<file path="src/sv/lpr_pkg.sv">
// Package for the LRU page-replacement block: sizes, channel and entry types.
// No dependencies; every other file of the block imports it.
package lpr_pkg;

    localparam int NUM_FRAMES = 16;
    localparam int PAGE_BITS  = 16;
    localparam int FRAME_W    = (NUM_FRAMES > 1) ? $clog2(NUM_FRAMES) : 1;
    localparam int CNT_W      = $clog2(NUM_FRAMES + 1);
    localparam int CFG_W      = 5;
    localparam int FAULT_W    = 16;
    localparam logic [FAULT_W-1:0] FAULT_MAX = '1;

    // Input item: one page reference
    typedef struct packed {
        logic [15:0] page_number;
        logic        end_of_string;
    } lpr_in_t;

    // Result item
    typedef struct packed {
        logic        hit;
        logic [3:0]  frame_index;
        logic        evicted_valid;
        logic [15:0] evicted_page;
        logic [15:0] fault_total;
    } lpr_out_t;

    // One frame table entry as held in the memory
    typedef struct packed {
        logic [PAGE_BITS-1:0] page;
        logic [FRAME_W-1:0]   rank;
    } lpr_entry_t;

    // One entry handed from the memory read path to the scan unit
    typedef struct packed {
        logic               valid;
        logic [FRAME_W-1:0] idx;
        logic               entry_valid;
    } lpr_probe_t;

    // What the scan over the active frames found
    typedef struct packed {
        logic                 hit_found;
        logic [FRAME_W-1:0]   hit_idx;
        logic [FRAME_W-1:0]   hit_rank;
        logic                 empty_found;
        logic [FRAME_W-1:0]   empty_idx;
        logic [FRAME_W-1:0]   lru_idx;
        logic [FRAME_W-1:0]   lru_rank;
        logic [PAGE_BITS-1:0] lru_page;
    } lpr_scan_t;

endpackage

</file>
<file path="src/sv/lpr_frame_ram.sv">
// Frame table memory: page and recency rank per frame, one write and one read port.
// Depends on lpr_pkg for the entry type and depth.
module lpr_frame_ram (
    input  logic                       clk,
    input  logic                       we,
    input  logic [lpr_pkg::FRAME_W-1:0] waddr,
    input  lpr_pkg::lpr_entry_t        wdata,
    input  logic                       re,
    input  logic [lpr_pkg::FRAME_W-1:0] raddr,
    output lpr_pkg::lpr_entry_t        rdata
);
    import lpr_pkg::*;

    lpr_entry_t mem [NUM_FRAMES];
    lpr_entry_t rdata_reg;

    // Write port
    always_ff @(posedge clk)
    begin
        if (we)
        begin
            mem[waddr] <= wdata;
        end
    end

    // Registered read port
    always_ff @(posedge clk)
    begin
        if (re)
        begin
            rdata_reg <= mem[raddr];
        end
    end

    assign rdata = rdata_reg;

endmodule

</file>
<file path="src/sv/lpr_scan_unit.sv">
// Scan unit: folds the frame entries, one per cycle, into hit, empty and LRU picks.
// Depends on lpr_pkg for the probe, entry and summary types.
module lpr_scan_unit (
    input  logic                         clk,
    input  logic                         rst_n,
    input  logic                         clear,
    input  logic [lpr_pkg::PAGE_BITS-1:0] page,
    input  lpr_pkg::lpr_probe_t          probe,
    input  lpr_pkg::lpr_entry_t          entry,
    output lpr_pkg::lpr_scan_t           summary
);
    import lpr_pkg::*;

    lpr_scan_t summary_reg;
    lpr_scan_t summary_next;

    // Fold one entry into the running picks
    always_comb
    begin
        summary_next = summary_reg;
        // first resident match wins
        if (probe.entry_valid && entry.page == page && !summary_reg.hit_found)
        begin
            summary_next.hit_found = 1'b1;
            summary_next.hit_idx   = probe.idx;
            summary_next.hit_rank  = entry.rank;
        end
        // highest-numbered empty frame wins, entries arrive in ascending order
        if (!probe.entry_valid)
        begin
            summary_next.empty_found = 1'b1;
            summary_next.empty_idx   = probe.idx;
        end
        // largest rank, first one on a tie; frame 0 seeds the pick
        if (probe.idx == '0 || entry.rank > summary_reg.lru_rank)
        begin
            summary_next.lru_idx  = probe.idx;
            summary_next.lru_rank = entry.rank;
            summary_next.lru_page = entry.page;
        end
    end

    // Hold the picks; clear them when a new item starts
    always_ff @(posedge clk or negedge rst_n)
    begin
        if (!rst_n)
        begin
            summary_reg <= '0;
        end
        else if (clear)
        begin
            summary_reg <= '0;
        end
        else if (probe.valid)
        begin
            summary_reg <= summary_next;
        end
    end

    assign summary = summary_reg;

endmodule

</file>
<file path="src/sv/lru_page_replacement.sv">
// Channel    Signals                      Handshake
// request    start, request, busy         taken at a clock edge with start high, busy low
// result     done, result                 strobe, one cycle, cannot be held off
// config     cfg_we, cfg_wdata            written at a clock edge with cfg_we high
//
// An item keeps busy high through one pass over the active frames of the frame
// memory to look up the page, a decide state and one pass to rewrite the ranks, one
// read per cycle through the single read port. The next item is taken at the end
// of the first idle cycle, so a new item is not taken while the last one is busy.
// The result is registered from the decide state, ahead of the rewrite pass.
// An item that ends the string skips the rewrite pass.
// Reset clears the valid bits and fault count; no memory clearing pass is needed.
// busy stays high from acceptance to the last rank write, or to decide at a string end.
//
// Top level of the LRU page-replacement block: control, valid bits, fault counter.
// Depends on lpr_pkg, lpr_frame_ram and lpr_scan_unit.
module lru_page_replacement (
    input  logic                          clk,
    input  logic                          rst_n,
    input  logic                          start,
    output logic                          busy,
    input  lpr_pkg::lpr_in_t              request,
    output logic                          done,
    output lpr_pkg::lpr_out_t             result,
    input  logic                          cfg_we,
    input  logic [lpr_pkg::CFG_W-1:0]     cfg_wdata
);
    import lpr_pkg::*;

    typedef enum logic [3:0] {
        ST_IDLE   = 4'b0001,
        ST_SCAN   = 4'b0010,
        ST_DECIDE = 4'b0100,
        ST_UPDATE = 4'b1000
    } state_t;

    state_t                state_reg, state_next;
    logic [CFG_W-1:0]      frames_reg;
    logic [CNT_W-1:0]      n_active;
    logic [NUM_FRAMES-1:0] valid_reg;
    logic [FAULT_W-1:0]    fault_reg;
    logic [CNT_W-1:0]      issue_reg;
    logic                  pend_reg;
    logic [FRAME_W-1:0]    ridx_reg;
    logic [PAGE_BITS-1:0]  page_reg;
    logic                  last_reg;
    logic [FRAME_W-1:0]    f_reg;
    logic [FRAME_W-1:0]    old_rank_reg;
    logic                  old_inf_reg;
    logic                  done_reg;
    lpr_out_t              result_reg;

    logic                  accept;
    logic                  issue_more;
    logic                  pass_end;
    logic                  ram_we;
    lpr_entry_t            ram_wdata;
    lpr_entry_t            ram_rdata;
    lpr_probe_t            probe;
    lpr_scan_t             summary;

    logic [FRAME_W-1:0]    f_pick;
    logic [FRAME_W-1:0]    old_pick;
    logic                  old_inf_pick;
    logic                  ev_valid;
    logic [PAGE_BITS-1:0]  ev_page;
    logic [FAULT_W-1:0]    fault_next;

    assign accept = start && (state_reg == ST_IDLE);
    assign busy   = (state_reg != ST_IDLE);

    // Clamp the frame count to 1..NUM_FRAMES
    always_comb
    begin
        if (frames_reg == '0)
        begin
            n_active = CNT_W'(1);
        end
        else if (32'(frames_reg) > NUM_FRAMES)
        begin
            n_active = CNT_W'(NUM_FRAMES);
        end
        else
        begin
            n_active = CNT_W'(frames_reg);
        end
    end

    // Read issue: one entry per cycle during either pass
    assign issue_more = (issue_reg < n_active) &&
                        (state_reg == ST_SCAN || state_reg == ST_UPDATE);
    assign pass_end   = (issue_reg == n_active) && pend_reg;

    // Memory; a pass reads entry j while writing entry j-1, so no overlap on one entry
    lpr_frame_ram u_ram (
        .clk   (clk),
        .we    (ram_we),
        .waddr (ridx_reg),
        .wdata (ram_wdata),
        .re    (issue_more),
        .raddr (issue_reg[FRAME_W-1:0]),
        .rdata (ram_rdata)
    );

    assign probe.valid       = pend_reg && (state_reg == ST_SCAN);
    assign probe.idx         = ridx_reg;
    assign probe.entry_valid = valid_reg[ridx_reg];

    lpr_scan_unit u_scan (
        .clk     (clk),
        .rst_n   (rst_n),
        .clear   (accept),
        .page    (page_reg),
        .probe   (probe),
        .entry   (ram_rdata),
        .summary (summary)
    );

    // Pick the frame for this reference
    always_comb
    begin
        ev_valid     = 1'b0;
        ev_page      = '0;
        old_inf_pick = 1'b0;
        if (summary.hit_found)
        begin
            f_pick   = summary.hit_idx;
            old_pick = summary.hit_rank;
        end
        else if (summary.empty_found)
        begin
            f_pick       = summary.empty_idx;
            old_pick     = '0;
            old_inf_pick = 1'b1;
        end
        else
        begin
            f_pick   = summary.lru_idx;
            old_pick = summary.lru_rank;
            ev_valid = 1'b1;
            ev_page  = summary.lru_page;
        end
        if (!summary.hit_found && fault_reg != FAULT_MAX)
        begin
            fault_next = fault_reg + FAULT_W'(1);
        end
        else
        begin
            fault_next = fault_reg;
        end
    end

    // Rewrite pass: chosen frame to rank 0, more recent valid frames age by one
    always_comb
    begin
        ram_we    = pend_reg && (state_reg == ST_UPDATE);
        ram_wdata = ram_rdata;
        if (ridx_reg == f_reg)
        begin
            ram_wdata.page = page_reg;
            ram_wdata.rank = '0;
        end
        else if (valid_reg[ridx_reg] && (old_inf_reg || ram_rdata.rank < old_rank_reg))
        begin
            ram_wdata.rank = ram_rdata.rank + FRAME_W'(1);
        end
    end

    // Advance the sequencer
    always_comb
    begin
        state_next = state_reg;
        case (state_reg)
            ST_IDLE:
            begin
                if (accept)
                begin
                    state_next = ST_SCAN;
                end
            end
            ST_SCAN:
            begin
                if (pass_end)
                begin
                    state_next = ST_DECIDE;
                end
            end
            ST_DECIDE:
            begin
                state_next = last_reg ? ST_IDLE : ST_UPDATE;
            end
            ST_UPDATE:
            begin
                if (pass_end)
                begin
                    state_next = ST_IDLE;
                end
            end
            default:
            begin
                state_next = ST_IDLE;
            end
        endcase
    end

    // Control state, valid bits, fault counter
    always_ff @(posedge clk or negedge rst_n)
    begin
        if (!rst_n)
        begin
            state_reg  <= ST_IDLE;
            frames_reg <= CFG_W'(3);
            valid_reg  <= '0;
            fault_reg  <= '0;
            issue_reg  <= '0;
            pend_reg   <= 1'b0;
            done_reg   <= 1'b0;
        end
        else
        begin
            state_reg <= state_next;
            done_reg  <= (state_reg == ST_DECIDE);
            pend_reg  <= issue_more;
            if (issue_more)
            begin
                issue_reg <= issue_reg + CNT_W'(1);
            end
            else if (state_reg == ST_IDLE || state_reg == ST_DECIDE)
            begin
                issue_reg <= '0;
            end
            // a register write clears the table like the end of a string
            if (cfg_we)
            begin
                frames_reg <= cfg_wdata;
                valid_reg  <= '0;
                fault_reg  <= '0;
            end
            else if (state_reg == ST_DECIDE)
            begin
                if (last_reg)
                begin
                    valid_reg <= '0;
                    fault_reg <= '0;
                end
                else
                begin
                    valid_reg[f_pick] <= 1'b1;
                    fault_reg         <= fault_next;
                end
            end
        end
    end

    // Item payload, decision and result registers
    always_ff @(posedge clk)
    begin
        if (issue_more)
        begin
            ridx_reg <= issue_reg[FRAME_W-1:0];
        end
        if (accept)
        begin
            page_reg <= PAGE_BITS'(request.page_number);
            last_reg <= request.end_of_string;
        end
        if (state_reg == ST_DECIDE)
        begin
            f_reg                    <= f_pick;
            old_rank_reg             <= old_pick;
            old_inf_reg              <= old_inf_pick;
            result_reg.hit           <= summary.hit_found;
            result_reg.frame_index   <= 4'(f_pick);
            result_reg.evicted_valid <= ev_valid;
            result_reg.evicted_page  <= 16'(ev_page);
            result_reg.fault_total   <= 16'(fault_next);
        end
    end

    assign done   = done_reg;
    assign result = result_reg;

endmodule

</file>
<file path="config.mk">
export PLATFORM = sky130hd
export DESIGN_NAME = lru_page_replacement
export DESIGN_NICKNAME = d
export VERILOG_FILES = /design/src/sv/lpr_pkg.sv /design/src/sv/lpr_frame_ram.sv /design/src/sv/lpr_scan_unit.sv /design/src/sv/lru_page_replacement.sv
export SDC_FILE = /design/constraint.sdc
export NUM_CORES = 1
export LEC_CHECK = 0
export BUFFER_PORTS_ARGS = -buffer_cell sky130_fd_sc_hd__clkbuf_2
export CAP_MARGIN = 15
export CORE_MARGIN = 10
export CORE_UTILIZATION = 55
export DETAILED_ROUTE_END_ITERATION = 10
export PLACE_DENSITY = 0.76
export SYNTH_ARGS = -nofsm -noshare
export SYNTH_HDL_FRONTEND = slang
export SYNTH_SLANG_ARGS = --single-unit
</file>
<file path="constraint.sdc">
create_clock -name clk -period 7.05 [get_ports clk]
set_input_delay 0.3525 -clock clk [delete_from_list [all_inputs] [get_ports clk]]
set_output_delay 0.3525 -clock clk [all_outputs]
set_load 0.01 [all_outputs]
</file>
==> results of run 1 <==
[critical path: stages (launching register included)]
cell     delay, ns
dfrtp_4       1.04
buf_4         0.73
mux4_2        0.60
mux4_2        0.49
[placed cells by master (no fill, tap or decap), types with 22 or more instances in the layout]
cell type / n
nor2_1: 55
mux4_2: 101
nand3_1: 23
clkbuf_16: 49
nand2_1: 55
xor2_1: 25
o21ai_0: 30
buf_4: 25
edfxtp_1: 404
mux2i_1: 35
clkbuf_2: 64
dfrtp_1: 80
dlygate4sd3_1: 22
[final cells by class]
| class | instances | share of cell area [%] |
|---|---|---|
| clock buffer | 61 | 5.647 |
| clock inverter | 30 | 1.545 |
| inverter | 23 | 0.3835 |
| multi-input combinational | 527 | 23.12 |
| sequential | 490 | 63.51 |
| tap | 461 | 2.562 |
| timing repair buffer | 111 | 3.235 |
[report_power, final]
group / switching, mW / leakage, nW / internal (mW)
clock: 1.07 / 0.791 / 1.57
sequential: 0.249 / 4.85 / 3.44
combinational: 0.574 / 2.22 / 0.549
[cells by family after synthesis]
| logic type | share of synthesized area (%) |
|---|---|
| DFF | 72.32 |
| and+or+nand+nor | 5.124 |
| muxes | 14.96 |
| AOI/OAI and AO/OA | 3.173 |
| buffers and inverters | 1.653 |
| xor gates and xnor gates | 1.818 |
| adders and majority gates | 0.9500 |
[stage by stage]
stage	hold slack (ns)	cells	instance area, µm²
after global placement	0.2749	1590	20670
after detailed placement	0.2771	1590	20670
after floorplan	0.05691	1094	19760
after CTS	0.003415	1703	22510
final	0.02859	1703	22510
after global routing	0.01580	1703	22510
[per-layer routing]
| layer | up-vias | track usage (%) | wire length [µm] |
|---|---|---|---|
| met5 | - | 0 | 0 |
| met4 | 0 | 6.723 | 1089 |
| met3 | 75 | 3.697 | 2835 |
| met2 | 409 | 31.20 | 20950 |
| met1 | 5357 | 26.78 | 17760 |
| li1 | 4513 | - | - |
[worst max path at each step]
stage	start	to	slack, ns	depth (start not counted)
2_1_floorplan	issue_reg[0]$_DFFE_PN0P_	issue_reg[2]$_DFFE_PN0P_	4.11	11
3_3_place_gp	issue_reg[0]$_DFFE_PN0P_	u_ram.rdata[10]$_DFFE_PP_	3.88	3
3_5_place_dp	issue_reg[0]$_DFFE_PN0P_	u_ram.rdata[10]$_DFFE_PP_	3.82	3
4_1_cts	issue_reg[0]$_DFFE_PN0P_	u_ram.rdata[15]$_DFFE_PP_	3.80	3
5_1_grt	issue_reg[0]$_DFFE_PN0P_	u_ram.rdata[10]$_DFFE_PP_	3.62	3
6_report	issue_reg[0]$_DFFE_PN0P_	u_ram.rdata[15]$_DFFE_PP_	3.90	3
==> metrics.md, run 1 <==
| Metric | Value |
|---|---|
| Outcome | `completed` |
| Final core occ | `63.44%` |
| Synth top cells by count | `edfxtp_1 (404), mux4_2 (101), dfrtp_1 (83), nor2_1 (71), nand2_1 (55)` |
| Top-count cell post-synth | `edfxtp_1` |
| Crit path max fanout | `48` |
| Hold Crit Depth | `2` |
| Starting Density | `55.68%` |
| Min-delay src | `cfg_wdata[3]` |
| Final net count | `1243` |
| Largest net degree at the start of global routing | `65` |
| Unrepaired setup endpoints after global routing | `false` |
| Setup slack after layout | `3.898 ns` |
| Area of the multi-input gates | `5204 µm²` |
| Vias in the first global route | `10.70k` |
| Pwr Density | `330.9 nW/µm²` |
| Register bit total from synthesis | `490` |
| Post-CTS setup buffer count | `0` |
| CP Capture Type | `flop` |
| Critical setup path kind | `flop to flop` |
| Syn Nets | `1135` |
| Fillers | `2388` |
| Largest register FFs | `320` |
| Chip width | `209.5 µm` |
| Site Rows | `69` |
| Io pins | `66` |
| Post-CTS resize count | `0` |
| CP required | `7.37 ns` |
| Cts hold-fix bufs | `22` |
| R2R setup slack | `3.90 ns` |
| Design Power | `7.449 mW` |
| Worst-path clk slew | `0.06 ns` |
| Asr flop ratio synth | `17.55%` |
| Mapped cell area | `19760 µm²` |
| Global Route Usage Sum | `19.60%` |
| Post-Syn Instances | `1094` |
| Antenna cell count | `0` |
| Worst ir drop on vdd | `0.0002318 V` |
| Worst R2R Path Depth | `3` |
| Num CTS Buffers | `49` |
| R2r startpoint | `issue_reg[0]$_DFFE_PN0P_` |
| Vias | `10.35k` |
| Final setup fails | `0` |
| Number of max-cap violations | `0` |
| FMAX | `317.3 MHz` |
| Clk_lat worst skew | `0.58 ns` |
| Clock skew | `0.01420 ns` |
| Final HPWL DP | `23.69 mm` |
| Initial antenna violation count | `1` |
| WHS Endpoint | `frames_reg[3]$_DFFE_PN0P_` |
| Period utilization | `44.70%` |
| H-tree depth | `2` |
| Syn Area/Cell | `18.06 µm²` |
| Grt total ovfl | `0` |
| Rel. slew slack | `27.49%` |
| Root Buffer | `clkbuf_16` |
| Core area | `35480 µm²` |
| Setup TNS | `0 ns` |
| Drt drc | `0` |
| Max-slew violations | `0` |
| Drt wl/cell | `25.03 µm` |
| Port bufs | `65` |
| Die ar. | `43900 µm²` |
| Yosys top cell by area | `edfxtp_1` |
| Startpoint Class | `flop` |
| Detailed router's first-iteration violation count | `1075` |
| Top FF cell, synth | `edfxtp_1` |
| Hold Fails Final Rpt | `0` |
| Tmin final | `3.152 ns` |
| Clock sinks | `490` |
| Worst min path class | `primary input to flop` |
| Die H | `209.5 µm` |
| Synth unique cells | `50` |
| Share of layout cells above drive strength 1 | `24.96%` |
| CTS tree | `done` |
| Vias/cell | `6.080` |
| Actual slew at the worst max-slew pin | `1.086 ns` |
| Number of synthesized flops with an enable pin | `404` |
| Synth-to-Final Area Change | `13.95%` |
| Synth warn | `0` |
| Register area share after synthesis | `72.32%` |
| Clk buf depth | `3` |
| Top post-synthesis cells by area | `edfxtp_1 (61%), mux4_2 (12%), dfrtp_1 (11%), mux2i_1 (1.8%), nor2_1 (1.3%)` |
| GPL Wtd Cong | `0.8138` |
| TritonRoute pass-1 iters | `5` |
| Pleak | `7.857 nW` |
| CP arrival | `3.47 ns` |
| Reg area | `14300 µm²` |
| Routed WL | `42.63 mm` |
| Placement Setup Slack | `3.824 ns` |
| Worst reg2reg path endpoint | `u_ram.rdata[15]$_DFFE_PP_` |
| First-pass GRT wire length | `65.58 mm` |
| Detail Route Antenna Nets | `0` |
| Synth top area share | `61.41%` |
(Power assumes the default switching activity.)
==> run 2, diff against run 1 <==
==> constraint.sdc (replaced) <==
create_clock -name clk -period 3.2 [get_ports clk]
set_input_delay 0.16 -clock clk [delete_from_list [all_inputs] [get_ports clk]]
set_output_delay 0.16 -clock clk [all_outputs]
set_load 0.01 [all_outputs]
==> run 2 against run 1 <==
Against the previous run:
- clock power grew 130%
- sequential share of layout area shrank 0.97 points
- utilization is 0.98 points higher
- cell count increased by 1.4%
- register-to-register slack worse by 3.7 ns
- combinational power rose to 2.5 times the previous value
- critical endpoint is now u_ram.mem[7][2]$_DFFE_PP_
- non-clock buffer count up 24
==> metrics.md, run 2 (synthesis results as in run 1) <==
| Metric | Value |
|---|---|
| Die H | `209.5 µm (unchanged)` |
| Drt wl/cell | `24.64 µm (-1.6%)` |
| Routed WL | `42.53 mm (-0.23%)` |
| Antenna cell count | `0 (unchanged)` |
| Crit path max fanout | `16 (-67%)` |
| Final net count | `1267 (+1.9%)` |
| Share of layout cells above drive strength 1 | `26.01% (+1.0 points)` |
| CP required | `3.44 ns (-3.93 ns)` |
| GPL Wtd Cong | `0.8390 (+3.1%)` |
| Clock skew | `0.04072 ns (+0.02652 ns)` |
| Critical setup path kind | `flop to flop` |
| Placement Setup Slack | `0.3038 ns (-3.520 ns)` |
| Largest net degree at the start of global routing | `78 (+20%)` |
| Detail Route Antenna Nets | `0 (unchanged)` |
| Cts hold-fix bufs | `30 (+36%)` |
| FMAX | `332.7 MHz (+4.9%)` |
| CP Capture Type | `flop` |
| TritonRoute pass-1 iters | `5 (unchanged)` |
| Outcome | `completed` |
| Root Buffer | `clkbuf_16` |
| Startpoint Class | `flop` |
| Worst ir drop on vdd | `0.0005080 V (+120%)` |
| H-tree depth | `2 (unchanged)` |
| Core area | `35480 µm² (unchanged)` |
| Initial antenna violation count | `0 (-1)` |
| CP arrival | `3.25 ns (-0.22 ns)` |
| First-pass GRT wire length | `65.96 mm (+0.59%)` |
| Most frequent cells in the layout | `edfxtp_1 (404), mux4_2 (101), dfrtp_1 (80)` |
| Clock sinks | `490 (unchanged)` |
| Io pins | `66 (unchanged)` |
| Final setup fails | `0 (unchanged)` |
| Unrepaired setup endpoints after global routing | `false` |
| Cells after DPL | `1606 (+1.0%)` |
| Port bufs | `65 (unchanged)` |
| Commonest non-fill, non-tap cell in the layout | `edfxtp_1` |
| Actual slew at the worst max-slew pin | `1.004 ns (-0.08159 ns)` |
| Worst-path clk slew | `0.06 ns (about the same)` |
| Post-CTS resize count | `0 (unchanged)` |
| Synth-to-Final Area Change | `15.71%` |
| Die ar. | `43900 µm² (unchanged)` |
| Pleak | `8.029 nW (+2.2%)` |
| Vias in the first global route | `10.74k (+0.41%)` |
| Tmin final | `3.006 ns (-0.1460 ns)` |
| Non-filler cells, final | `1726 (+1.4%)` |
| Post-CTS setup buffer count | `0 (unchanged)` |
| Worst min path class | `primary input to flop` |
| Detailed router's first-iteration violation count | `1090 (+1.4%)` |
| Grt total ovfl | `0 (unchanged)` |
| Global Route Usage Sum | `19.62% (+0.023 points)` |
| Pwr Density | `731.3 nW/µm² (+120%)` |
| Setup TNS | `0 ns (unchanged)` |
| Starting Density | `55.68% (unchanged)` |
| Clk_lat worst skew | `0.61 ns (+0.03 ns)` |
| Num CTS Buffers | `49 (unchanged)` |
| Rel. slew slack | `33.04% (+5.5 points)` |
| Chip width | `209.5 µm (unchanged)` |
| Final HPWL DP | `25.30 mm (+6.8%)` |
| Hold Fails Final Rpt | `0 (unchanged)` |
| CTS tree | `done` |
| Vias | `10.40k (+0.40%)` |
| Setup slack after layout | `0.1944 ns (-3.704 ns)` |
| Period utilization | `93.93% (+49 points)` |
| Vias/cell | `6.023 (-0.94%)` |
| Drt drc | `0 (unchanged)` |
| Fillers | `2314 (-3.1%)` |
| Largest register FFs | `320 (unchanged)` |
| Number of max-cap violations | `0 (unchanged)` |
| Site Rows | `69 (unchanged)` |
| Clk buf depth | `3 (unchanged)` |
| Max-slew violations | `0 (unchanged)` |
-- run 2: cell types whose count changed in the layout (fill, tap and decap cells not counted), sizes merged --
cell | before | now
clkinvlp | 1 | 2
dlygate4sd3 | 22 | 30
buf | 25 | 41
inv | 25 | 24
bufinv | 8 | 9
clkbuf | 125 | 123
-- run 2: path summary, 6_finish.rpt --
path	start	endpoint	slack (ns)	depth (start not counted)
min	cfg_we	fault_reg[15]$_DFFE_PN0P_	0.15	4
max reg2reg	ridx_reg[1]$_DFFE_PP_	u_ram.mem[7][2]$_DFFE_PP_	0.19	6
max in group asynchronous	rst_n	u_scan.summary[8]$_DFFE_PN0P_	2.16	3
max	ridx_reg[1]$_DFFE_PP_	u_ram.mem[7][2]$_DFFE_PP_	0.19	6
min in group asynchronous	rst_n	fault_reg[7]$_DFFE_PN0P_	0.28	2
min reg2reg	valid_reg[14]$_DFFE_PN0P_	valid_reg[14]$_DFFE_PN0P_	0.50	1
-- run 2: metrics by stage --
stage          total power [mW]  util, %  hold WS (ns)  cell area [µm²]
3_5_place_dp              10.82    58.77        0.3387            20850
2_1_floorplan             9.939        -       -0.1356            19760
6_report                  16.72    64.42        0.1455            22860
4_1_cts                   16.85    64.42        0.1184            22860
5_1_grt                   17.37    64.42        0.1765            22860
3_3_place_gp              10.73    58.77        0.3370            20850
-- run 2: cell type report --
class                           instances  area (µm²)  share of cell area, %
Timing Repair Buffer                  135       991.0                  4.335
Inverter                               23       86.33                 0.3777
Multi-Input combinational cell        527        5204                  22.77
Clock inverter                         31       440.4                  1.927
Tap cell                              461       576.8                  2.523
Clock buffer                           59        1264                  5.528
Sequential cell                       490       14300                  62.54
-- run 2: layer usage --
| metal | GRT usage [%] | part of all wire (%) |
|---|---|---|
| met3 | 3.504 | 6.5 |
| met5 | 0 | 0 |
| met1 | 25.95 | 41 |
| met2 | 32.24 | 50 |
| met4 | 6.921 | 2.4 |
-- run 2: worst max-delay path, stage by stage, from the launching register on --
cell and delay [ns]:
edfxtp_1 0.66, mux4_1 0.61, mux2i_1 0.17, mux2_4 0.24, a211oi_1 0.07, xnor2_1 0.14
nor2_1 0.76
-- run 2: power by group --
part	internal [mW]	switching [mW]	total, mW
sequential	7.58	0.309	7.89
clock	3.57	2.42	5.99
combinational	1.30	1.54	2.84
